--- config.mk ---
export PLATFORM = sky130hd
export DESIGN_NAME = fac_store
export DESIGN_NICKNAME = d
export VERILOG_FILES = /design/src/rtl/fac_pkg.sv /design/src/rtl/fac_store.sv
export SDC_FILE = /design/constraint.sdc
export NUM_CORES = 2
export LEC_CHECK = 0
export BUFFER_PORTS_ARGS = -buffer_cell sky130_fd_sc_hd__buf_2
export CAP_MARGIN = 0
export CORE_MARGIN = 2
export CORE_UTILIZATION = 40
export DETAILED_ROUTE_END_ITERATION = 8
export PLACE_DENSITY = 0.65
export SLEW_MARGIN = 25
export SYNTH_ARGS = -nofsm -noshare
export SYNTH_HDL_FRONTEND = slang
export SYNTH_SLANG_ARGS = --single-unit
--- constraint.sdc ---
create_clock -name i_clk -period 36.9 [get_ports i_clk]
set_clock_uncertainty 0.1 [all_clocks]
set_input_delay 7.38 -clock i_clk [delete_from_list [all_inputs] [get_ports i_clk]]
set_output_delay 7.38 -clock i_clk [all_outputs]
set_load 0.1 [all_outputs]
--- src/rtl/fac_pkg.sv ---
package fac_pkg;

    localparam int FAC_PLANE_COUNT = 6;
    localparam int FAC_FRAC_BITS   = 16;
    localparam int FAC_ROWS        = 3;

    localparam logic [1:0] OP_PLANE = 2'd0;
    localparam logic [1:0] OP_ROW   = 2'd1;
    localparam logic [1:0] OP_TEST  = 2'd2;

    localparam logic signed [31:0] FAC_MAX = 32'sh7fff_ffff;
    localparam logic signed [31:0] FAC_MIN = 32'sh8000_0000;

    // destination of a finished sum
    typedef enum logic [1:0] {
        DST_CW   = 2'd0,
        DST_EW   = 2'd1,
        DST_RAD  = 2'd2,
        DST_DIST = 2'd3
    } t_dest;

    typedef struct packed {
        logic       fin_item;
        t_dest      kind;
        logic [1:0] idx;
    } t_tag;

    typedef struct packed {
        logic valid;
        logic first;
        logic last;
        t_tag tag;
    } t_mac_req;

    typedef struct packed {
        logic fin;
        t_tag tag;
    } t_mac_rsp;

    typedef struct packed {
        logic       plane_we;
        logic       row_we;
        logic [2:0] slot;
    } t_load;

    function automatic logic signed [31:0] f_abs_sat(input logic signed [31:0] v);
        logic signed [31:0] res;
        if (v == FAC_MIN) begin
            res = FAC_MAX;
        end else if (v[31]) begin
            res = -v;
        end else begin
            res = v;
        end
        return res;
    endfunction

endpackage

--- src/rtl/fac_store.sv ---
module fac_store
    import fac_pkg::*;
#(
    parameter int PLANE_COUNT = FAC_PLANE_COUNT,
    localparam int PIDX_W     = (PLANE_COUNT > 1) ? $clog2(PLANE_COUNT) : 1
) (
    input  logic               i_clk,
    input  logic               i_rst_n,
    input  t_load              i_load,
    input  logic signed [31:0] i_coef_x,
    input  logic signed [31:0] i_coef_y,
    input  logic signed [31:0] i_coef_z,
    input  logic signed [31:0] i_coef_w,
    input  logic [PIDX_W-1:0]  i_pidx,
    input  logic [1:0]         i_row,
    input  logic [1:0]         i_col,
    output logic signed [31:0] o_nx,
    output logic signed [31:0] o_ny,
    output logic signed [31:0] o_nz,
    output logic signed [31:0] o_off,
    output logic signed [31:0] o_mcoef
);

    logic signed [31:0] r_nx  [PLANE_COUNT];
    logic signed [31:0] r_ny  [PLANE_COUNT];
    logic signed [31:0] r_nz  [PLANE_COUNT];
    logic signed [31:0] r_off [PLANE_COUNT];
    logic signed [31:0] r_world [FAC_ROWS][4];

    always_ff @(posedge i_clk) begin
        if (!i_rst_n) begin
            for (int i = 0; i < PLANE_COUNT; i++) begin
                r_nx[i]  <= '0;
                r_ny[i]  <= '0;
                r_nz[i]  <= '0;
                r_off[i] <= '0;
            end
            for (int i = 0; i < FAC_ROWS; i++) begin
                for (int j = 0; j < 4; j++) begin
                    r_world[i][j] <= '0;
                end
            end
        end else begin
            if (i_load.plane_we) begin
                r_nx[i_load.slot[PIDX_W-1:0]]  <= i_coef_x;
                r_ny[i_load.slot[PIDX_W-1:0]]  <= i_coef_y;
                r_nz[i_load.slot[PIDX_W-1:0]]  <= i_coef_z;
                r_off[i_load.slot[PIDX_W-1:0]] <= i_coef_w;
            end
            if (i_load.row_we) begin
                r_world[i_load.slot[1:0]][0] <= i_coef_x;
                r_world[i_load.slot[1:0]][1] <= i_coef_y;
                r_world[i_load.slot[1:0]][2] <= i_coef_z;
                r_world[i_load.slot[1:0]][3] <= i_coef_w;
            end
        end
    end

    assign o_nx    = r_nx[i_pidx];
    assign o_ny    = r_ny[i_pidx];
    assign o_nz    = r_nz[i_pidx];
    assign o_off   = r_off[i_pidx];
    assign o_mcoef = r_world[i_row][i_col];

endmodule

==> run_results.csv <==
group,metric,value,unit
outcome,outcome,"complete, no violations",
critical_path,crit_path_max_fanout,49,
logic_synthesis,synth_common_cells,"edfxtp_1, nor2_1, mux4_2",
layout,nets,4177,
logic_synthesis,yosysUniqueCellTypes,26,
logic_synthesis,synth_edf_count,1536,
critical_path,cpPeakStageDelay,0.74,ns
logic_synthesis,syn_area,64700,µm²
logic_synthesis,ys_seq_area_share,71.29,%
drt,met3_length,17.72,mm
grt,antenna_found_initial,47,
drt,topRoutingLayerUsed,"met5",
pwr,ir_worst_vdd,0.00004926,V
timing,worst_pin_slew,1.077,ns
clock_network,cts_tree,"built",
drt,wire_per_inst,28.60,µm
logic_synthesis,syn_inst,3755,
critical_path,worstSetupEndpointType,"primary output",
timing,tns,0,ns
grt,grt.overflow.total,0,
critical_path,cp_cell_sequence,"buf_8, buf_4, buf_4, buf_4, mux4_1, mux2_2, buf_2",
placement,place.gp.congestion,0.8085,
logic_synthesis,yosys.area.top_type,"edfxtp_1",
placement,numPortBuffers,301,
grt,grt_max_degree,94,
placement,dpl.hpwl,107.9,mm
critical_path,cp.required,29.42,ns
drt,wl,181.1,mm
logic_synthesis,synthFlopType,"edfxtp_1",
min_path,hp-class,"input port to flop",
timing,maxSlewViolCount,0,
clock_network,path_clk_slew,0.06,ns
logic_synthesis,yosys-top-cells-area,"edfxtp_1, mux4_2, nor2_1, and2_1, mux4_1",
logic_synthesis,synth_area_per_cell,17.23,µm²
logic_synthesis,ys_ff_latch,1536,
timing,hold_viol,0,
grt,grt_usage,21.87,%
clock_network,clock-root-buffer,"clkbuf_16",
timing,finalCriticalPeriod,18.88,ns
critical_path,critical_path_class,"input port to primary output",
logic_synthesis,synth.most_common_cell,"edfxtp_1",
logic_synthesis,yosysWarnings,0,
pwr,power_density,56.20,nW/µm²
clock_network,cts_htree_levels,4,
drt,vias,35190,
clock_network,post_cts_resized,0,
critical_path,startpoint_type,"input port",
layout,drive_above_1_share,25.61,%
timing,rsz0062_at_grt,"false",
die,start_util,40.29,%
clock_network,clockBufferDepth,3,
pwr,p_leak,25.10,nW
die,die_h,406.2,µm
drt,antenna_left,0,
layout,area_growth,13.45,%
clock_network,cts_hold_buffers,0,
layout,post-route-util,45.71,%
die,core,160600,µm²
timing,finalSetupViolCount,0,
die,die_area,165000,µm²
drt,wl_met1,71.98,mm
die,die_x,406.2,µm
drt,drt_first_iter_violations,4157,
grt,grt_pass1_vias,35390,
drt,viasPerCell,5.557,
critical_path,crit_top_cell,"buf_4",
logic_synthesis,synth_top_area_share,71.29,%
critical_path,cp.arrival,11.40,ns
run,maxCapViolations,0,
drt,wl_met2,86.83,mm
clock_network,cts_inserted_buffers,163,
logic_synthesis,synthArstFlopShare,0,%
grt,grt_pass1_wl,255.9,mm
logic_synthesis,syn_nets,3897,
clock_network,post-cts-setup-buffer-count,0,
die,placementRows,147,
critical_path,crit_slowest_cell,"buf_4",
timing,fmax,52.98,MHz
die,ios,302,
drt,drtPass1Iterations,7,
drt,drc,0,
timing,timing.final.crit_share,51.16,%
timing,slew_headroom,28.23,%
clock_network,clock-sinks,1536,
==> routing by layer <==
metal	up-vias	GRT usage, %
met1	18550	29.26
met3	260	6.684
met2	1487	34.50
met4	40	6.372
met5	-	0
li1	14860	-
==> cells in the final DEF, fill, tap and decap left out, types with 2 or more instances in the layout <==
master,instances
a22oi_1,64
and2_1,289
and3_1,128
buf_16,2
buf_2,294
buf_4,73
buf_6,3
buf_8,3
bufinv_16,9
clkbuf_1,33
clkbuf_16,167
clkinv_1,40
clkinv_16,3
clkinv_2,26
clkinv_8,5
diode_2,14
edfxtp_1,1536
inv_1,130
inv_16,2
inv_6,3
mux2_2,128
mux4_1,65
mux4_2,319
nand2_1,165
nand2_4,4
nand2b_1,4
nor2_1,640
nor2_4,6
nor2b_2,2
o21ai_4,6
or3_4,3
==> per-stage QoR <==
step	instance area (µm²)	power [mW]	worst slack (ns)	cells	hold slack [ns]
global route	73380	4.240	17.67	6325	6.784
detailed placement	68250	2.585	17.89	6028	7.616
floorplan	64700	2.449	18.97	3755	7.478
finish	73400	4.125	18.02	6333	6.810
CTS	73350	4.153	17.89	6317	6.754
global placement	68190	2.578	17.94	6026	7.611
==> cell type report <==
class | instances | area [µm²]
clock inverter | 89 | 799.5
tap | 2160 | 2703
clock buffer | 200 | 4303
fill | 13820 | 87170
timing repair buffer | 375 | 2153
sequential | 1536 | 46120
multi-input combinational | 1829 | 16800
antenna | 14 | 35.03
inverter | 130 | 488.0
==> registers in the layout, summed over array words and instances, names as in the netlist <==
register and count:
r_world 512, r_nz 256, r_off 256, r_ny 256, r_nx 256
==> where the power goes <==
part / total, mW / leakage (nW) / switching, mW / internal, mW
clock: 1.58 / 2.50 / 0.685 / 0.894
sequential: 2.05 / 14.1 / 0.0250 / 2.02
combinational: 0.497 / 8.53 / 0.372 / 0.124
==> cells by family (layout without fill, tap and decap cells) <==
kind of cell | count (synthesis) | in the layout | share of synthesized area [%]
other cells | 0 | 14 | 0
flops | 1536 | 1536 | 71.29
buf+inv | 390 | 794 | 3.046
simple gates | 1246 | 1246 | 8.892
compound gates | 71 | 71 | 0.8006
mux | 512 | 512 | 15.97
==> critical path, delay by kind of cell <==
family | cells | cell delay [ns]
multiplexers | 2 | 0.93
buffers and inverters | 5 | 2.87
==> final timing paths <==
path | start | endpoint | cells past startpoint
max | i_pidx[0] | o_off[13] | 7
min | i_coef_y[8] | r_world[1][72] | 2
(Power assumes the default switching activity.)
