[src/rtl/fac_pkg.sv]
package fac_pkg;

    localparam int FAC_PLANE_COUNT = 6;
    localparam int FAC_FRAC_BITS   = 16;
    localparam int FAC_ROWS        = 3;

    localparam logic [1:0] OP_PLANE = 2'd0;
    localparam logic [1:0] OP_ROW   = 2'd1;
    localparam logic [1:0] OP_TEST  = 2'd2;

    localparam logic signed [31:0] FAC_MAX = 32'sh7fff_ffff;
    localparam logic signed [31:0] FAC_MIN = 32'sh8000_0000;

    // destination of a finished sum
    typedef enum logic [1:0] {
        DST_CW   = 2'd0,
        DST_EW   = 2'd1,
        DST_RAD  = 2'd2,
        DST_DIST = 2'd3
    } t_dest;

    typedef struct packed {
        logic       fin_item;
        t_dest      kind;
        logic [1:0] idx;
    } t_tag;

    typedef struct packed {
        logic valid;
        logic first;
        logic last;
        t_tag tag;
    } t_mac_req;

    typedef struct packed {
        logic fin;
        t_tag tag;
    } t_mac_rsp;

    typedef struct packed {
        logic       plane_we;
        logic       row_we;
        logic [2:0] slot;
    } t_load;

    function automatic logic signed [31:0] f_abs_sat(input logic signed [31:0] v);
        logic signed [31:0] res;
        if (v == FAC_MIN) begin
            res = FAC_MAX;
        end else if (v[31]) begin
            res = -v;
        end else begin
            res = v;
        end
        return res;
    endfunction

endpackage

[src/rtl/fac_mac.sv]
module fac_mac
    import fac_pkg::*;
#(
    parameter int FRAC_BITS = FAC_FRAC_BITS
) (
    input  logic               i_clk,
    input  logic               i_rst_n,
    input  t_mac_req           i_req,
    input  logic signed [31:0] i_a,
    input  logic signed [31:0] i_b,
    output t_mac_rsp           o_rsp,
    output logic signed [31:0] o_acc
);

    localparam logic signed [63:0] SAT_HI = 64'sd2147483647;
    localparam logic signed [63:0] SAT_LO = -64'sd2147483648;

    logic signed [63:0] r_prod;
    t_mac_req           r_s1;
    logic signed [31:0] r_acc;
    logic               r_fin;
    t_tag               r_tag;

    logic signed [63:0] w_sh;
    logic signed [31:0] w_p;
    logic signed [31:0] w_base;
    logic signed [32:0] w_sum;
    logic signed [31:0] n_acc;

    always_ff @(posedge i_clk) begin
        r_prod <= i_a * i_b;
    end

    always_comb begin
        // floor shift back to the fixed-point scale, then clamp the product
        w_sh = r_prod >>> FRAC_BITS;
        if (w_sh > SAT_HI) begin
            w_p = FAC_MAX;
        end else if (w_sh < SAT_LO) begin
            w_p = FAC_MIN;
        end else begin
            w_p = w_sh[31:0];
        end
        w_base = r_s1.first ? 32'sd0 : r_acc;
        w_sum  = {w_base[31], w_base} + {w_p[31], w_p};
        if (w_sum[32] != w_sum[31]) begin
            n_acc = w_sum[32] ? FAC_MIN : FAC_MAX;
        end else begin
            n_acc = w_sum[31:0];
        end
    end

    always_ff @(posedge i_clk) begin
        if (!i_rst_n) begin
            r_s1  <= '0;
            r_fin <= 1'b0;
        end else begin
            r_s1  <= i_req;
            r_fin <= r_s1.valid && r_s1.last;
        end
    end

    always_ff @(posedge i_clk) begin
        if (r_s1.valid) begin
            r_acc <= n_acc;
            r_tag <= r_s1.tag;
        end
    end

    assign o_rsp.fin = r_fin;
    assign o_rsp.tag = r_tag;
    assign o_acc     = r_acc;

endmodule

[config.mk]
export PLATFORM = sky130hd
export DESIGN_NAME = fac_mac
export DESIGN_NICKNAME = d
export VERILOG_FILES = /design/src/rtl/fac_pkg.sv /design/src/rtl/fac_mac.sv
export SDC_FILE = /design/constraint.sdc
export NUM_CORES = 2
export LEC_CHECK = 0
export ABC_AREA = 1
export BUFFER_PORTS_ARGS = -buffer_cell sky130_fd_sc_hd__buf_2
export CAP_MARGIN = 20
export CORE_ASPECT_RATIO = 1.1
export CORE_UTILIZATION = 40
export DETAILED_ROUTE_END_ITERATION = 12
export PLACE_DENSITY = 0.67
export SYNTH_ARGS = -nofsm -noshare
export SYNTH_HDL_FRONTEND = slang
export SYNTH_SLANG_ARGS = --single-unit
[constraint.sdc]
create_clock -name i_clk -period 8 [get_ports i_clk]
set_clock_uncertainty 0.1 [all_clocks]
set_input_delay 1.6 -clock i_clk [delete_from_list [all_inputs] [get_ports i_clk]]
set_output_delay 1.6 -clock i_clk [all_outputs]
set_load 0.02 [all_outputs]
==> impl_table.tex <==
\begin{tabular}{lr}
\hline
Metric & Value \\
\hline
\multicolumn{2}{l}{\textbf{Setup path}} \\
Data arrival time of the worst path & 8.02 ns \\
Required time of the critical path & 8.17 ns \\
Max stage delay cell, worst path & sky130\_fd\_sc\_hd\_\_fa\_2 \\
Startpoint of the worst-slack reg-to-reg timing path & r\_prod[63] \\
WS Path Type & input pin to flip-flop \\
Biggest fanout along the worst timing path & 5 \\
Endpoint of the worst-slack reg-to-reg timing path & o\_acc[5] \\
Startpoint class of the critical path & input pin \\
Setup slack of the most critical reg-to-reg path & 3.78 ns \\
Crit. End Element & flip-flop \\
Dominant cell type by count on the critical path & sky130\_fd\_sc\_hd\_\_fa\_1 \\
Critical path's largest stage delay & 0.60 ns \\
Depth of the worst register-to-register path & 14 \\
\multicolumn{2}{l}{\textbf{Floorplanning}} \\
Number of cell rows & 126 \\
Overall die width & 317 um \\
Overall die height & 349 um \\
Floorplan core area & 108000 um2 \\
Boundary Pins & 112 \\
Floorplan die area & 111000 um2 \\
Initial cell density of the core & 40.6\% \\
\multicolumn{2}{l}{\textbf{Place}} \\
Post-detailed-placement half-perimeter wirelength & 108 mm \\
Buffers on Ports & 111 \\
Gp weighted congestion & 0.951 \\
Placed cell count & 7403 \\
\multicolumn{2}{l}{\textbf{CTS}} \\
Bufs on Longest Clock Path & 2 \\
Clock slew seen by the registers of the worst setup and hold paths & 0.08 ns \\
Number of levels in the clock H-tree & 3 \\
TritonCTS sink count & 94 \\
Clock network latency to the later pin of the worst-skew pair & 0.37 ns \\
CTS Buf Count & 9 \\
Clock tree root buffer cell & sky130\_fd\_sc\_hd\_\_clkbuf\_16 \\
Hold Buf Count CTS & 0 \\
Clock tree from TritonCTS & built \\
\multicolumn{2}{l}{\textbf{STA}} \\
Final TNS setup & 0 ns \\
Setup violators final & 0 \\
Number of hold violations in the final report & 0 \\
Post-route fraction of the period consumed by the critical path & 98.1\% \\
Number of slew-limit violations in the final report & 0 \\
Time the final worst path needs with I/O delays and setup & 7.85 ns \\
Unrepaired setup endpoints after global routing & yes \\
Transition time of the tightest slew-check pin & 0.900 ns \\
Maximum clock rate & 127 MHz \\
Slew headroom & 39.8\% \\
\multicolumn{2}{l}{\textbf{Flow run}} \\
Maximum capacitance violations & 0 \\
\multicolumn{2}{l}{\textbf{Drt}} \\
Vias per inst & 4.77 \\
Via total after detailed routing & 35.4k \\
Number of iterations in the first detailed-routing pass & 6 \\
Number of violations reported at the end of detailed-routing iteration 0 & 2164 \\
Final routed wirelength across all metal layers & 121 mm \\
Wire per inst & 16.3 um \\
Drt drc & 0 \\
Remaining antenna violation count & 0 \\
\multicolumn{2}{l}{\textbf{Synthesis}} \\
Most instantiated cells after synthesis & sky130\_fd\_sc\_hd\_\_inv\_1 (1743), sky130\_fd\_sc\_hd\_\_nand2\_1 (1647), sky130\_fd\_sc\_hd\_\_fa\_1 (1082) \\
Top FF cell, synth & sky130\_fd\_sc\_hd\_\_dfxtp\_1 \\
Number of register bits inferred by synthesis & 94 \\
Synth area leaders & sky130\_fd\_sc\_hd\_\_fa\_1 (49\%), sky130\_fd\_sc\_hd\_\_inv\_1 (15\%), sky130\_fd\_sc\_hd\_\_nand2\_1 (14\%) \\
Most used standard cell by instance count after synthesis & sky130\_fd\_sc\_hd\_\_inv\_1 \\
Sequential element share of the synthesized area & 5.15\% \\
Number of distinct library cells after synthesis & 40 \\
Top cell type's share of synthesized area & 49.5\% \\
Net count after synthesis & 7046 \\
Avg Inst Size Synth & 7.71 um2 \\
Synth area leader & sky130\_fd\_sc\_hd\_\_fa\_1 \\
Asr flop ratio synth & 0\% \\
Count of yosys warnings during synthesis & 0 \\
Synthesized netlist cell count & 5678 \\
Syn Std Cell Area & 43800 um2 \\
EDFF count, synth & 37 \\
\multicolumn{2}{l}{\textbf{Global routing}} \\
Initial antenna violation count & 2 \\
First-pass GRT wire length & 201 mm \\
GRT Residual Overflow & 0 \\
Vias in the first global route & 38.5k \\
Global routing usage summed across all routing layers & 22.8\% \\
Largest net degree at the start of global routing & 33 \\
\multicolumn{2}{l}{\textbf{Hold path}} \\
Type of the worst min-delay path & flip-flop to flip-flop \\
Min-Delay Path Depth & 0 \\
Startpoint of the tightest hold check path & r\_s1[4] \\
Worst-case hold path end point & o\_rsp[4] \\
\multicolumn{2}{l}{\textbf{Layout}} \\
Total Nets Final & 7384 \\
Non-Filler Instances & 7431 \\
Layout area overhead & 15.3\% \\
Fraction of final layout cells with drive strength greater than 1 & 13.3\% \\
\multicolumn{2}{l}{\textbf{Status}} \\
Status & finished, final reports clean \\
\hline
\end{tabular}
[logic make-up (layout without fill, tap and decap cells)]
| group | after synthesis | count (layout) | share of synthesized area, % |
|---|---|---|---|
| AOI/OAI and AO/OA | 212 | 212 | 2.57 |
| xor gates and xnor gates | 48 | 48 | 0.960 |
| adders and majority gates | 1294 | 1294 | 55.5 |
| buffers and inverters | 1961 | 2304 | 16.9 |
| DFF | 94 | 94 | 5.15 |
| other | 0 | 2 | 0 |
| and+or+nand+nor | 2069 | 2069 | 18.8 |
[layout by cell type (no fill, tap or decap), drive strengths merged, types with 2 or more instances in the layout]
master  count
inv      1752
xor2       39
ha        212
nand3      88
nand4      29
nor2      218
o21bai     15
a21oi     110
buf       522
edfxtp     37
o21ai      82
clkinv      2
and2        3
nand2    1693
a21o        2
diode       2
and3        4
xnor2       9
nor3       11
fa       1082
o21a        2
clkbuf     27
dfxtp      57
or2         9
nor4       12
[worst max path at each step]
stage | depth (start not counted) | start | slack, ns | end
after CTS | 28 | i_a[31] | 0.02 | r_prod[63]
after detailed placement | 24 | i_b[18] | -0.60 | r_prod[63]
after global routing | 29 | i_a[31] | -0.06 | r_prod[59]
final | 28 | i_a[31] | 0.15 | r_prod[55]
after global placement | 24 | i_b[18] | -0.60 | r_prod[63]
after floorplan | 25 | i_a[31] | -0.1 | r_prod[61]
[registers in the layout, indices dropped and copies added, names as in the netlist]
| name | flops |
|---|---|
| r_prod | 48 |
| o_acc | 32 |
| r_s1 | 8 |
| o_rsp | 5 |
| r_fin | 1 |
[stage by stage]
| step | util [%] | setup slack [ns] | cell area [um2] | hold slack (ns) |
|---|---|---|---|---|
| 2_1_floorplan | - | -0.0998 | 44000 | 0.286 |
| 3_3_place_gp | 45.8 | -0.605 | 49300 | 0.286 |
| 3_5_place_dp | 45.8 | -0.599 | 49300 | 0.290 |
| 4_1_cts | 46.0 | 0.0204 | 49700 | 0.301 |
| 5_1_grt | 46.8 | -0.0638 | 50500 | 0.310 |
| 6_report | 46.8 | 0.149 | 50500 | 0.299 |
[per-layer routing]
layer / global-route usage, % / part of all wire (%) / vias to the layer above
li1: - / - / 16500
met1: 28.5 / 41 / 17700
met2: 41.2 / 51 / 950
met3: 1.78 / 4.1 / 257
met4: 8.01 / 3.9 / 0
met5: 0 / 0 / -
[critical path: cells and delay by family]
family	cells	cell delay, ns
AO/OA/AOI/OAI	3	0.57
adder cells (fa/ha/maj)	9	4.38
buffers and inverters	10	0.88
AND/OR/NAND/NOR	6	0.53
[repair_timing]
action | in CTS | in global routing
setup buffers | 0 | 6
cloned | 0 | 3
resized for setup | 9 | 199
setup endpoints to repair | 19 | 43
pin swaps | 0 | 34
[layout make-up]
type                       count  area, um2
timing repair buffer         540       4700
fill                       10500      57300
clock inverter                 7       60.1
inverter                    1748       6570
antenna                        2       5.00
tap                         1408       1760
multi-input combinational   3623      34900
clock buffer                   9        225
sequential                    94       2250
Power is not shown: default switching activity piles up to over one toggle a cycle in this logic, so the estimate is an artifact.
